==> config.mk <==
export PLATFORM = sky130hd
export DESIGN_NAME = rrss_ctrl
export DESIGN_NICKNAME = d
export VERILOG_FILES = /design/src/hdl/rrss_pkg.sv /design/src/hdl/rrss_ctrl.sv
export SDC_FILE = /design/constraint.sdc
export NUM_CORES = 1
export LEC_CHECK = 0
export BUFFER_PORTS_ARGS = -buffer_cell sky130_fd_sc_hd__buf_2
export CAP_MARGIN = 20
export CORE_MARGIN = 2
export CORE_UTILIZATION = 45
export CTS_CLUSTER_SIZE = 25
export DETAILED_ROUTE_END_ITERATION = 8
export GPL_ROUTABILITY_DRIVEN = 1
export PLACE_DENSITY = 0.67
export SKIP_LAST_GASP = 1
export SLEW_MARGIN = 20
export SYNTH_ARGS = -nofsm -noshare
export SYNTH_HDL_FRONTEND = slang
export SYNTH_SLANG_ARGS = --single-unit
==> constraint.sdc <==
create_clock -name clk -period 2.3 [get_ports clk]
set_input_delay 0.575 -clock clk [delete_from_list [all_inputs] [get_ports clk]]
set_output_delay 0.575 -clock clk [all_outputs]
set_load 0.02 [all_outputs]
==> src/hdl/rrss_pkg.sv <==
package rrss_pkg;

    localparam int MAX_RUNS = 4096;
    localparam int POS_BITS = 30;
    localparam int IDX_W    = $clog2(MAX_RUNS);
    localparam int CNT_W    = IDX_W + 1;
    localparam int SUM_W    = 59;
    localparam int WORD_W   = 2 * POS_BITS;
    localparam int PROD_W   = 2 * (POS_BITS + 1);

    localparam logic [POS_BITS-1:0] RESET_SIZE = POS_BITS'(1024);

    typedef logic [POS_BITS-1:0] pos_t;
    typedef logic [POS_BITS:0]   len_t;
    typedef logic [IDX_W-1:0]    idx_t;
    typedef logic [CNT_W-1:0]    cnt_t;
    typedef logic [WORD_W-1:0]   word_t;

    typedef enum logic [1:0] {
        ACT_INIT   = 2'd0,
        ACT_INVERT = 2'd1,
        ACT_SUM    = 2'd2,
        ACT_NOP    = 2'd3
    } act_t;

    typedef enum logic [1:0] {
        ST_OK    = 2'd0,
        ST_RANGE = 2'd1,
        ST_FULL  = 2'd2
    } st_t;

    // datapath micro-operations
    typedef enum logic [4:0] {
        OP_NONE,
        OP_LOAD,
        OP_INIT,
        OP_CHECK,
        OP_SCAN_RD,
        OP_NEED_EV,
        OP_CAP,
        OP_SPL_EV,
        OP_SH_RD,
        OP_SH_WR,
        OP_SPW1,
        OP_SPW2,
        OP_NEXTCUT,
        OP_FINDINIT,
        OP_FIND_EV,
        OP_SW_RDA,
        OP_SW_RDB,
        OP_SW_WA,
        OP_SW_WB,
        OP_SG_RD,
        OP_SG_WR,
        OP_EMIT
    } op_t;

    typedef struct packed {
        logic is_init;
        logic is_nop;
        logic is_sum;
        logic bad;
        logic full;
        logic hit;
        logic last;
        logic sh_done;
        logic sw_lt;
        logic sw_eq;
        logic out_free;
    } dp_stat_t;

endpackage

==> src/hdl/rrss_ctrl.sv <==
module rrss_ctrl import rrss_pkg::*; (
    input  logic     clk,
    input  logic     rst_n,
    input  logic     in_valid,
    output logic     in_ready,
    input  dp_stat_t stat,
    output op_t      op
);

    typedef enum logic [25:0] {
        S_IDLE     = 26'd1 << 0,
        S_DISP     = 26'd1 << 1,
        S_INIT     = 26'd1 << 2,
        S_CHECK    = 26'd1 << 3,
        S_NEED_RD  = 26'd1 << 4,
        S_NEED_EV  = 26'd1 << 5,
        S_CAP      = 26'd1 << 6,
        S_SPL_RD   = 26'd1 << 7,
        S_SPL_EV   = 26'd1 << 8,
        S_SH_CHK   = 26'd1 << 9,
        S_SH_RD    = 26'd1 << 10,
        S_SH_WR    = 26'd1 << 11,
        S_SPW1     = 26'd1 << 12,
        S_SPW2     = 26'd1 << 13,
        S_SPL_DONE = 26'd1 << 14,
        S_FIND_RD  = 26'd1 << 15,
        S_FIND_EV  = 26'd1 << 16,
        S_FLUSH    = 26'd1 << 17,
        S_SW_CHK   = 26'd1 << 18,
        S_SW_RDA   = 26'd1 << 19,
        S_SW_RDB   = 26'd1 << 20,
        S_SW_WA    = 26'd1 << 21,
        S_SW_WB    = 26'd1 << 22,
        S_SG_RD    = 26'd1 << 23,
        S_SG_WR    = 26'd1 << 24,
        S_EMIT     = 26'd1 << 25
    } state_t;

    state_t state_reg, state_next;
    logic   second_reg, second_next;

    always_comb
    begin
        state_next  = state_reg;
        second_next = second_reg;
        op          = OP_NONE;
        in_ready    = 1'b0;

        case (state_reg)
            S_IDLE:
            begin
                in_ready = 1'b1;
                if (in_valid)
                begin
                    op         = OP_LOAD;
                    state_next = S_DISP;
                end
            end
            S_DISP:
            begin
                if (stat.is_init)
                    state_next = S_INIT;
                else if (stat.is_nop)
                    state_next = S_EMIT;
                else
                    state_next = S_CHECK;
            end
            S_INIT:
            begin
                op         = OP_INIT;
                state_next = S_EMIT;
            end
            S_CHECK:
            begin
                op         = OP_CHECK;
                state_next = stat.bad ? S_EMIT : S_NEED_RD;
            end
            S_NEED_RD:
            begin
                op         = OP_SCAN_RD;
                state_next = S_NEED_EV;
            end
            S_NEED_EV:
            begin
                op         = OP_NEED_EV;
                state_next = stat.last ? S_CAP : S_NEED_RD;
            end
            S_CAP:
            begin
                op          = OP_CAP;
                second_next = 1'b0;
                state_next  = stat.full ? S_EMIT : S_SPL_RD;
            end
            S_SPL_RD:
            begin
                op         = OP_SCAN_RD;
                state_next = S_SPL_EV;
            end
            S_SPL_EV:
            begin
                op = OP_SPL_EV;
                if (stat.hit)
                    state_next = S_SH_CHK;
                else if (stat.last)
                    state_next = S_SPL_DONE;
                else
                    state_next = S_SPL_RD;
            end
            S_SH_CHK:
            begin
                state_next = stat.sh_done ? S_SPW1 : S_SH_RD;
            end
            S_SH_RD:
            begin
                op         = OP_SH_RD;
                state_next = S_SH_WR;
            end
            S_SH_WR:
            begin
                op         = OP_SH_WR;
                state_next = S_SH_CHK;
            end
            S_SPW1:
            begin
                op         = OP_SPW1;
                state_next = S_SPW2;
            end
            S_SPW2:
            begin
                op         = OP_SPW2;
                state_next = S_SPL_DONE;
            end
            S_SPL_DONE:
            begin
                if (!second_reg)
                begin
                    op          = OP_NEXTCUT;
                    second_next = 1'b1;
                    state_next  = S_SPL_RD;
                end
                else
                begin
                    op         = OP_FINDINIT;
                    state_next = S_FIND_RD;
                end
            end
            S_FIND_RD:
            begin
                op         = OP_SCAN_RD;
                state_next = S_FIND_EV;
            end
            S_FIND_EV:
            begin
                op = OP_FIND_EV;
                if (!stat.last)
                    state_next = S_FIND_RD;
                else
                    state_next = stat.is_sum ? S_FLUSH : S_SW_CHK;
            end
            S_FLUSH:
            begin
                state_next = S_EMIT;
            end
            S_SW_CHK:
            begin
                if (stat.sw_lt)
                    state_next = S_SW_RDA;
                else if (stat.sw_eq)
                    state_next = S_SG_RD;
                else
                    state_next = S_EMIT;
            end
            S_SW_RDA:
            begin
                op         = OP_SW_RDA;
                state_next = S_SW_RDB;
            end
            S_SW_RDB:
            begin
                op         = OP_SW_RDB;
                state_next = S_SW_WA;
            end
            S_SW_WA:
            begin
                op         = OP_SW_WA;
                state_next = S_SW_WB;
            end
            S_SW_WB:
            begin
                op         = OP_SW_WB;
                state_next = S_SW_CHK;
            end
            S_SG_RD:
            begin
                op         = OP_SG_RD;
                state_next = S_SG_WR;
            end
            S_SG_WR:
            begin
                op         = OP_SG_WR;
                state_next = S_EMIT;
            end
            S_EMIT:
            begin
                if (stat.out_free)
                begin
                    op         = OP_EMIT;
                    state_next = S_IDLE;
                end
            end
            default:
            begin
                state_next = S_IDLE;
            end
        endcase
    end

    always_ff @(posedge clk or negedge rst_n)
    begin
        if (!rst_n)
        begin
            state_reg  <= S_IDLE;
            second_reg <= 1'b0;
        end
        else
        begin
            state_reg  <= state_next;
            second_reg <= second_next;
        end
    end

endmodule

==> tab_implementation.tex, run 1 <==
\begin{tabular}{lr}
\hline
Metric & Value \\
\hline
\multicolumn{2}{l}{\textbf{Worst setup path}} \\
Number of buffers and inverters on the critical path & 1 \\
Worst-path cell chain & or4\_4, or4\_4, nor2\_4, and3b\_2, a22oi\_2, nand3\_2, buf\_6 \\
Critical path's top delay family & simple AND/OR/NAND/NOR gates \\
Worst path most repeated cell & or4\_4 \\
Start point of the critical path & state\_reg[25] \\
Worst path max stage delay & 580 ps \\
Cell type of the slowest stage on the worst timing path & or4\_4 \\
CP required & 1730 ps \\
Flop-to-flop setup slack & -130 ps \\
Crit Path Class & reg2out \\
Critical Path AT & 2510 ps \\
Capturing element type of the critical path & output pin \\
Biggest fanout along the worst timing path & 3 \\
R2r startpoint & state\_reg[25] \\
Kind of start point of the critical path & register \\
\multicolumn{2}{l}{\textbf{Global route}} \\
Wire length of the first global-routing pass & 9.27 mm \\
GRT Total Usage & 0.289 \\
Aggregate global routing overflow & 0 \\
Pin count of the biggest net entering global routing & 28 \\
Via count of the first global-routing pass & 1971 \\
Antenna violations before repair & 0 \\
\multicolumn{2}{l}{\textbf{Detailed routing}} \\
Total DRC errors in the routed layout & 0 \\
Vias & 1918 \\
Post-detailed-route wirelength per cell & 18.0 um \\
Vias per Instance & 5.76 \\
Met1 Routed Length & 2.35 mm \\
Pre-Repair DR Iteration Count & 5 \\
Highest metal layer with signal wires & met4 \\
WL met2 & 3.13 mm \\
Remaining antenna violation count & 0 \\
Met3 routed wirelength & 356 um \\
DRC violation total after the first TritonRoute iteration & 152 \\
Total wire length & 6.00 mm \\
\multicolumn{2}{l}{\textbf{Clock network}} \\
Clock sink total & 27 \\
Clock root buffer & clkbuf\_8 \\
CTS H-Tree Depth & 1 \\
TritonCTS clock tree & yes \\
CTS clock-pin slew for the worst setup and hold paths & 100 ps \\
CTS Hold Buffers Added & 0 \\
Number of buffers inserted during clock tree synthesis & 3 \\
Clock network latency to the later pin of the worst-skew pair & 280 ps \\
Maximum buffer depth of the clock tree & 2 \\
\multicolumn{2}{l}{\textbf{Final layout}} \\
Share of layout cells above drive strength 1 & 0.498 \\
Growth of design area from synthesis to finish & 50.5\% \\
Antenna diode count & 0 \\
Post-route cell area & 2640 um\^{}2 \\
Max FFs per register & 26 \\
Final net count & 300 \\
\multicolumn{2}{l}{\textbf{Timing}} \\
Number of max-slew violations in the final report & 0 \\
Worst setup slack after layout & -782 ps \\
Actual slew at the worst max-slew pin & 610 ps \\
Maximum frequency from static timing analysis & 0.324 GHz \\
Count of final hold-check violations & 0 \\
Slew HR & 0.593 \\
Final critical path time including I/O delays and setup & 3080 ps \\
Part of the cycle the worst path needs & 1.34 \\
Total setup violations reported at the end of the flow & 9 \\
Worst Skew & 5.69 ps \\
RSZ-0062 raised after global routing & yes \\
\multicolumn{2}{l}{\textbf{Outcome}} \\
Result of the run & finished with violations \\
Failing checks & negative setup slack \\
\multicolumn{2}{l}{\textbf{Place}} \\
DP Worst Slack & -539 ps \\
Placement-stage cell area & 2430 um\^{}2 \\
Final Wtd Congestion & 1.03 \\
HPWL after DPL & 4.67 mm \\
Number of input and output port buffers inserted & 19 \\
\multicolumn{2}{l}{\textbf{Run}} \\
Max-cap violations & 0 \\
\multicolumn{2}{l}{\textbf{Synthesis}} \\
Most used DFF post-synth & dfrtp\_1 \\
Register area share after synthesis & 0.386 \\
Syn Std Cell Area & 1750 um\^{}2 \\
Share of synthesized registers carrying an async set or reset & 1.00 \\
Syn nets & 204 \\
Mean Syn Cell Area & 9.23 um\^{}2 \\
Number of synthesized register bits & 27 \\
Synth warn & 0 \\
Post-synth cell types & 57 \\
Post-synthesis instance total & 190 \\
Number of enable-type register cells in the synthesized netlist & 0 \\
\multicolumn{2}{l}{\textbf{Floorplanning}} \\
Chip Height & 66.4 um \\
Effective utilization at floorplan & 0.472 \\
Area of the die & 4410 um\^{}2 \\
Number of ports placed on the die boundary & 20 \\
Placement row count & 22 \\
Core box area & 3720 um\^{}2 \\
Die width & 66.4 um \\
\multicolumn{2}{l}{\textbf{Hold path}} \\
Worst hold-check path type & in2async \\
\multicolumn{2}{l}{\textbf{Pwr}} \\
Power density over the cells & 662 nW/um\^{}2 \\
Maximum ir drop on the vdd rail & 0.288 mV \\
Standby leakage power & 1.36 nW \\
Overall Power & 1.75 mW \\
\hline
\end{tabular}
==> cell usage after synthesis (3+ instances only) <==
master,n,area share
and3_1,4,0.014
dfrtp_1,26,0.37
xor2_1,6,0.030
a21oi_1,3,0.0086
a22oi_1,3,0.013
or4_1,3,0.013
inv_1,7,0.015
nand2b_1,4,0.014
and2_1,6,0.021
o21ai_0,3,0.0086
nor3_1,11,0.031
and3b_1,3,0.015
nand2_1,14,0.030
nor4_1,6,0.021
nor2b_1,4,0.014
or4_4,3,0.019
nor3_2,3,0.017
nand3_1,7,0.020
nand3b_1,5,0.021
nand4_1,4,0.014
nor2_1,19,0.041
==> power by group <==
part           leakage (nW)  switching [mW]  internal, mW  total (mW)
Sequential            0.369          0.0267         0.505       0.532
Combinational         0.970           0.440         0.493       0.932
Clock                0.0228           0.158         0.125       0.283
Total                  1.36           0.624          1.12        1.75
==> area by class of cell <==
cell class | count | area (um^2)
clock buffer | 4 | 45.0
sequential | 27 | 679
timing repair buffer | 94 | 683
inverter | 7 | 26.3
tap | 48 | 60.1
multi-input combinational | 153 | 1140
fill | 300 | 1080
==> placed cells by master, fill, tap and decap left out, drive strengths merged, types with 2 or more instances in the layout <==
cell type  count
a311oi         2
a22o           2
nand2         14
nor3b          4
o21ai          4
dfrtp         26
inv            7
and4           3
nor4b          2
a32o           2
and3           5
buf           94
nor2          20
nor4           8
nand4          6
nor3          14
nand3b         5
nand3          7
nand2b         4
xor2           6
and3b          4
or4            6
or3            2
and2           6
nor2b          4
a21oi          3
clkbuf         4
a22oi          3
a21o           2
==> layer usage <==
layer	vias up	GRT usage
li1	902	-
met1	926	0.325
met2	75	0.535
met3	15	0.0494
met4	0	0.115
met5	-	0
==> what timing repair did <==
action,4_1_cts,5_1_grt
setup endpoints to repair,9,14
setup buffers,4,2
endpoints found under the hold margin,0,0
pin swaps,4,3
gates resized for setup,15,17
==> worst register-to-register path, delay by kind of cell, from the launching register on <==
family,cells,cell delay [ps]
buf+inv,3,300
flops,1,440
compound gates,1,140
simple gates,4,1500
==> path summary, 6_finish.rpt <==
kind,endpoint,cells past startpoint
worst max-delay path,op[1],7
worst min-delay path,state_reg[1],1
worst max register to register,state_reg[15],8
worst min register to register,state_reg[13],2
max in group asynchronous,state_reg[19],1
min in group clk,state_reg[10],2
==> cell families (layout without fill, tap and decap cells) <==
family	count (synthesis)	in the layout	synth area share
compound gates	26	26	0.108
simple gates	119	119	0.434
xor+xnor	7	7	0.0350
buf+inv	10	105	0.0300
mux	1	1	0.00642
flops	27	27	0.386
==> stage by stage <==
step                      TNS (ps)  instances  utilization  hold slack (ps)
after global routing         -5150        333        0.710              332
after detailed placement     -2870        324        0.653              598
after global placement       -2700        324        0.653              593
after CTS                    -4310        331        0.689              325
after floorplan              -1210        190            -              279
final                        -4520        333        0.710              290
(Power assumes the default switching activity.)
==> run 2: changes to the inputs <==
--- a/config.mk
+++ b/config.mk
@@ -8,11 +8,10 @@
 export BUFFER_PORTS_ARGS = -buffer_cell sky130_fd_sc_hd__buf_2
 export CAP_MARGIN = 20
 export CORE_MARGIN = 2
-export CORE_UTILIZATION = 45
+export CORE_UTILIZATION = 40
 export CTS_CLUSTER_SIZE = 25
 export DETAILED_ROUTE_END_ITERATION = 8
 export GPL_ROUTABILITY_DRIVEN = 1
-export PLACE_DENSITY = 0.67
 export SKIP_LAST_GASP = 1
 export SLEW_MARGIN = 20
 export SYNTH_ARGS = -nofsm -noshare
==> run 2 against run 1 <==
Net effect: the flow still finishes with violations (negative setup slack); non-clock buffer count up 9; design area up 2.4%; core utilization down 8.1 points; sequential power down 0.9%; global-route usage down 3.8 points; die area up 12%; register-to-register slack worse by 550 ps.
==> tab_implementation.tex, run 2 (same netlist as run 1, synthesis figures left out) <==
\begin{tabular}{lr}
\hline
Metric & Value \\
\hline
\multicolumn{2}{l}{\textbf{Floorplanning}} \\
Area of the die & 4930 um\^{}2 \\
Effective utilization at floorplan & 0.408 \\
Chip Height & 70.2 um \\
Core box area & 4290 um\^{}2 \\
Placement row count & 24 \\
Die width & 70.2 um \\
Number of ports placed on the die boundary & 20 \\
\multicolumn{2}{l}{\textbf{Worst setup path}} \\
Flop-to-flop setup slack & -680 ps \\
Crit Path Class & reg2out \\
CP required & 1730 ps \\
Kind of start point of the critical path & register \\
Biggest fanout along the worst timing path & 3 \\
Capturing element type of the critical path & output pin \\
Critical Path AT & 2470 ps \\
\multicolumn{2}{l}{\textbf{Final layout}} \\
Growth of design area from synthesis to finish & 54.1\% \\
Most common cell after layout, fill and taps aside & buf\_4 \\
Footprint of the multi-input gates & 1130 um\^{}2 \\
Max FFs per register & 26 \\
Share of layout cells above drive strength 1 & 0.500 \\
Post-route cell area & 2700 um\^{}2 \\
Antenna diode count & 0 \\
Total area of sequential cells & 677 um\^{}2 \\
Filler cells & 372 \\
Final net count & 309 \\
Most frequent cells in the layout & buf\_4, dfrtp\_1, nor2\_1 \\
\multicolumn{2}{l}{\textbf{Timing}} \\
Maximum frequency from static timing analysis & 0.328 GHz \\
Total setup violations reported at the end of the flow & 8 \\
Count of final hold-check violations & 0 \\
Number of max-slew violations in the final report & 0 \\
Part of the cycle the worst path needs & 1.32 \\
Worst setup slack after layout & -745 ps \\
RSZ-0062 raised after global routing & yes \\
Final critical path time including I/O delays and setup & 3040 ps \\
Total Negative Setup Slacks & -5360 ps \\
Worst Skew & 3.31 ps \\
Actual slew at the worst max-slew pin & 632 ps \\
Slew HR & 0.579 \\
\multicolumn{2}{l}{\textbf{Detailed routing}} \\
DRC violation total after the first TritonRoute iteration & 149 \\
Vias & 1914 \\
Post-detailed-route wirelength per cell & 16.9 um \\
Total wire length & 5.83 mm \\
Remaining antenna violation count & 0 \\
Vias per Instance & 5.53 \\
Total DRC errors in the routed layout & 0 \\
Pre-Repair DR Iteration Count & 5 \\
\multicolumn{2}{l}{\textbf{Pwr}} \\
Clock share of power & 0.150 \\
Maximum ir drop on the vdd rail & 0.372 mV \\
Switching power as a share of total power & 0.351 \\
Standby leakage power & 1.40 nW \\
Power density over the cells & 700 nW/um\^{}2 \\
Internal power & 1.23 mW \\
Sw Pwr & 663 uW \\
Gate power share & 0.571 \\
Sequential fraction of design power & 0.279 \\
\multicolumn{2}{l}{\textbf{Run}} \\
Max-cap violations & 0 \\
\multicolumn{2}{l}{\textbf{Global route}} \\
Pin count of the biggest net entering global routing & 28 \\
Aggregate global routing overflow & 0 \\
Via count of the first global-routing pass & 1939 \\
GRT Total Usage & 0.252 \\
Wire length of the first global-routing pass & 9.56 mm \\
Antenna violations before repair & 0 \\
\multicolumn{2}{l}{\textbf{Clock network}} \\
Maximum buffer depth of the clock tree & 2 \\
Clock network latency to the later pin of the worst-skew pair & 280 ps \\
Number of buffers inserted during clock tree synthesis & 3 \\
CTS Hold Buffers Added & 0 \\
Clock sink total & 27 \\
Clock root buffer & clkbuf\_8 \\
TritonCTS clock tree & yes \\
CTS H-Tree Depth & 1 \\
CTS clock-pin slew for the worst setup and hold paths & 100 ps \\
\multicolumn{2}{l}{\textbf{Place}} \\
HPWL after DPL & 4.43 mm \\
DP Worst Slack & -519 ps \\
Number of input and output port buffers inserted & 19 \\
Final Wtd Congestion & 0.900 \\
Placement-stage cell area & 2450 um\^{}2 \\
\multicolumn{2}{l}{\textbf{Outcome}} \\
Result of the run & finished with violations \\
Failing checks & negative setup slack \\
\multicolumn{2}{l}{\textbf{Hold path}} \\
Worst hold-check path type & in2async \\
\hline
\end{tabular}
-- run 2: cell type report --
type	count	share of cell area
multi-input cells	153	0.420
repair buffers	103	0.279
flip-flops and latches	27	0.251
well taps	52	0.0241
clock buffers	4	0.0167
inverters	7	0.00973
-- run 2: worst max-delay path, cell delays in order (launching register included) --
cell and delay [ps]:
dfrtp_1 420, or4_4 560, or4_4 590, nor2_4 130, and3b_2 230, a22oi_2 80, nand3_2 80, buf_6 110
-- run 2: timing repair --
action	CTS	global route
pin swaps	5	3
resized for setup	18	8
buffers inserted	11	0
setup endpoints to repair	8	13
-- run 2: power by group through the flow --
stage | logic [mW] | registers (mW) | clock network [mW]
3_3_place_gp | 0.828 | 0.536 | 0
3_5_place_dp | 0.836 | 0.537 | 0
6_report | 1.08 | 0.527 | 0.283
5_1_grt | 1.16 | 0.531 | 0.311
4_1_cts | 1.01 | 0.527 | 0.288
2_1_floorplan | 0.396 | 0.546 | 0
-- run 2: worst paths after layout --
check	start	depth (start not counted)	endpoint
max	state_reg[25]	7	op[1]
min	rst_n	1	state_reg[19]
max reg2reg	state_reg[18]	15	state_reg[7]
min reg2reg	second_reg	3	second_reg
max in group asynchronous	rst_n	1	state_reg[15]
min in group clk	stat[3]	2	state_reg[10]
-- run 2: layer usage --
layer,wire length (um),track usage,vias to the layer above
li1,-,-,922
met1,2630,0.346,917
met2,2740,0.398,54
met3,203,0.0332,21
met4,250,0.109,0
met5,0,0,-
-- run 2: stage by stage --
step / hold slack, ps / power (mW) / utilization / instances
finish: 304 / 1.89 / 0.629 / 346
global route: 353 / 2.01 / 0.629 / 346
CTS: 330 / 1.83 / 0.619 / 346
detailed placement: 579 / 1.37 / 0.571 / 331
global placement: 582 / 1.36 / 0.571 / 331
floorplan: 279 / 0.942 / - / 190
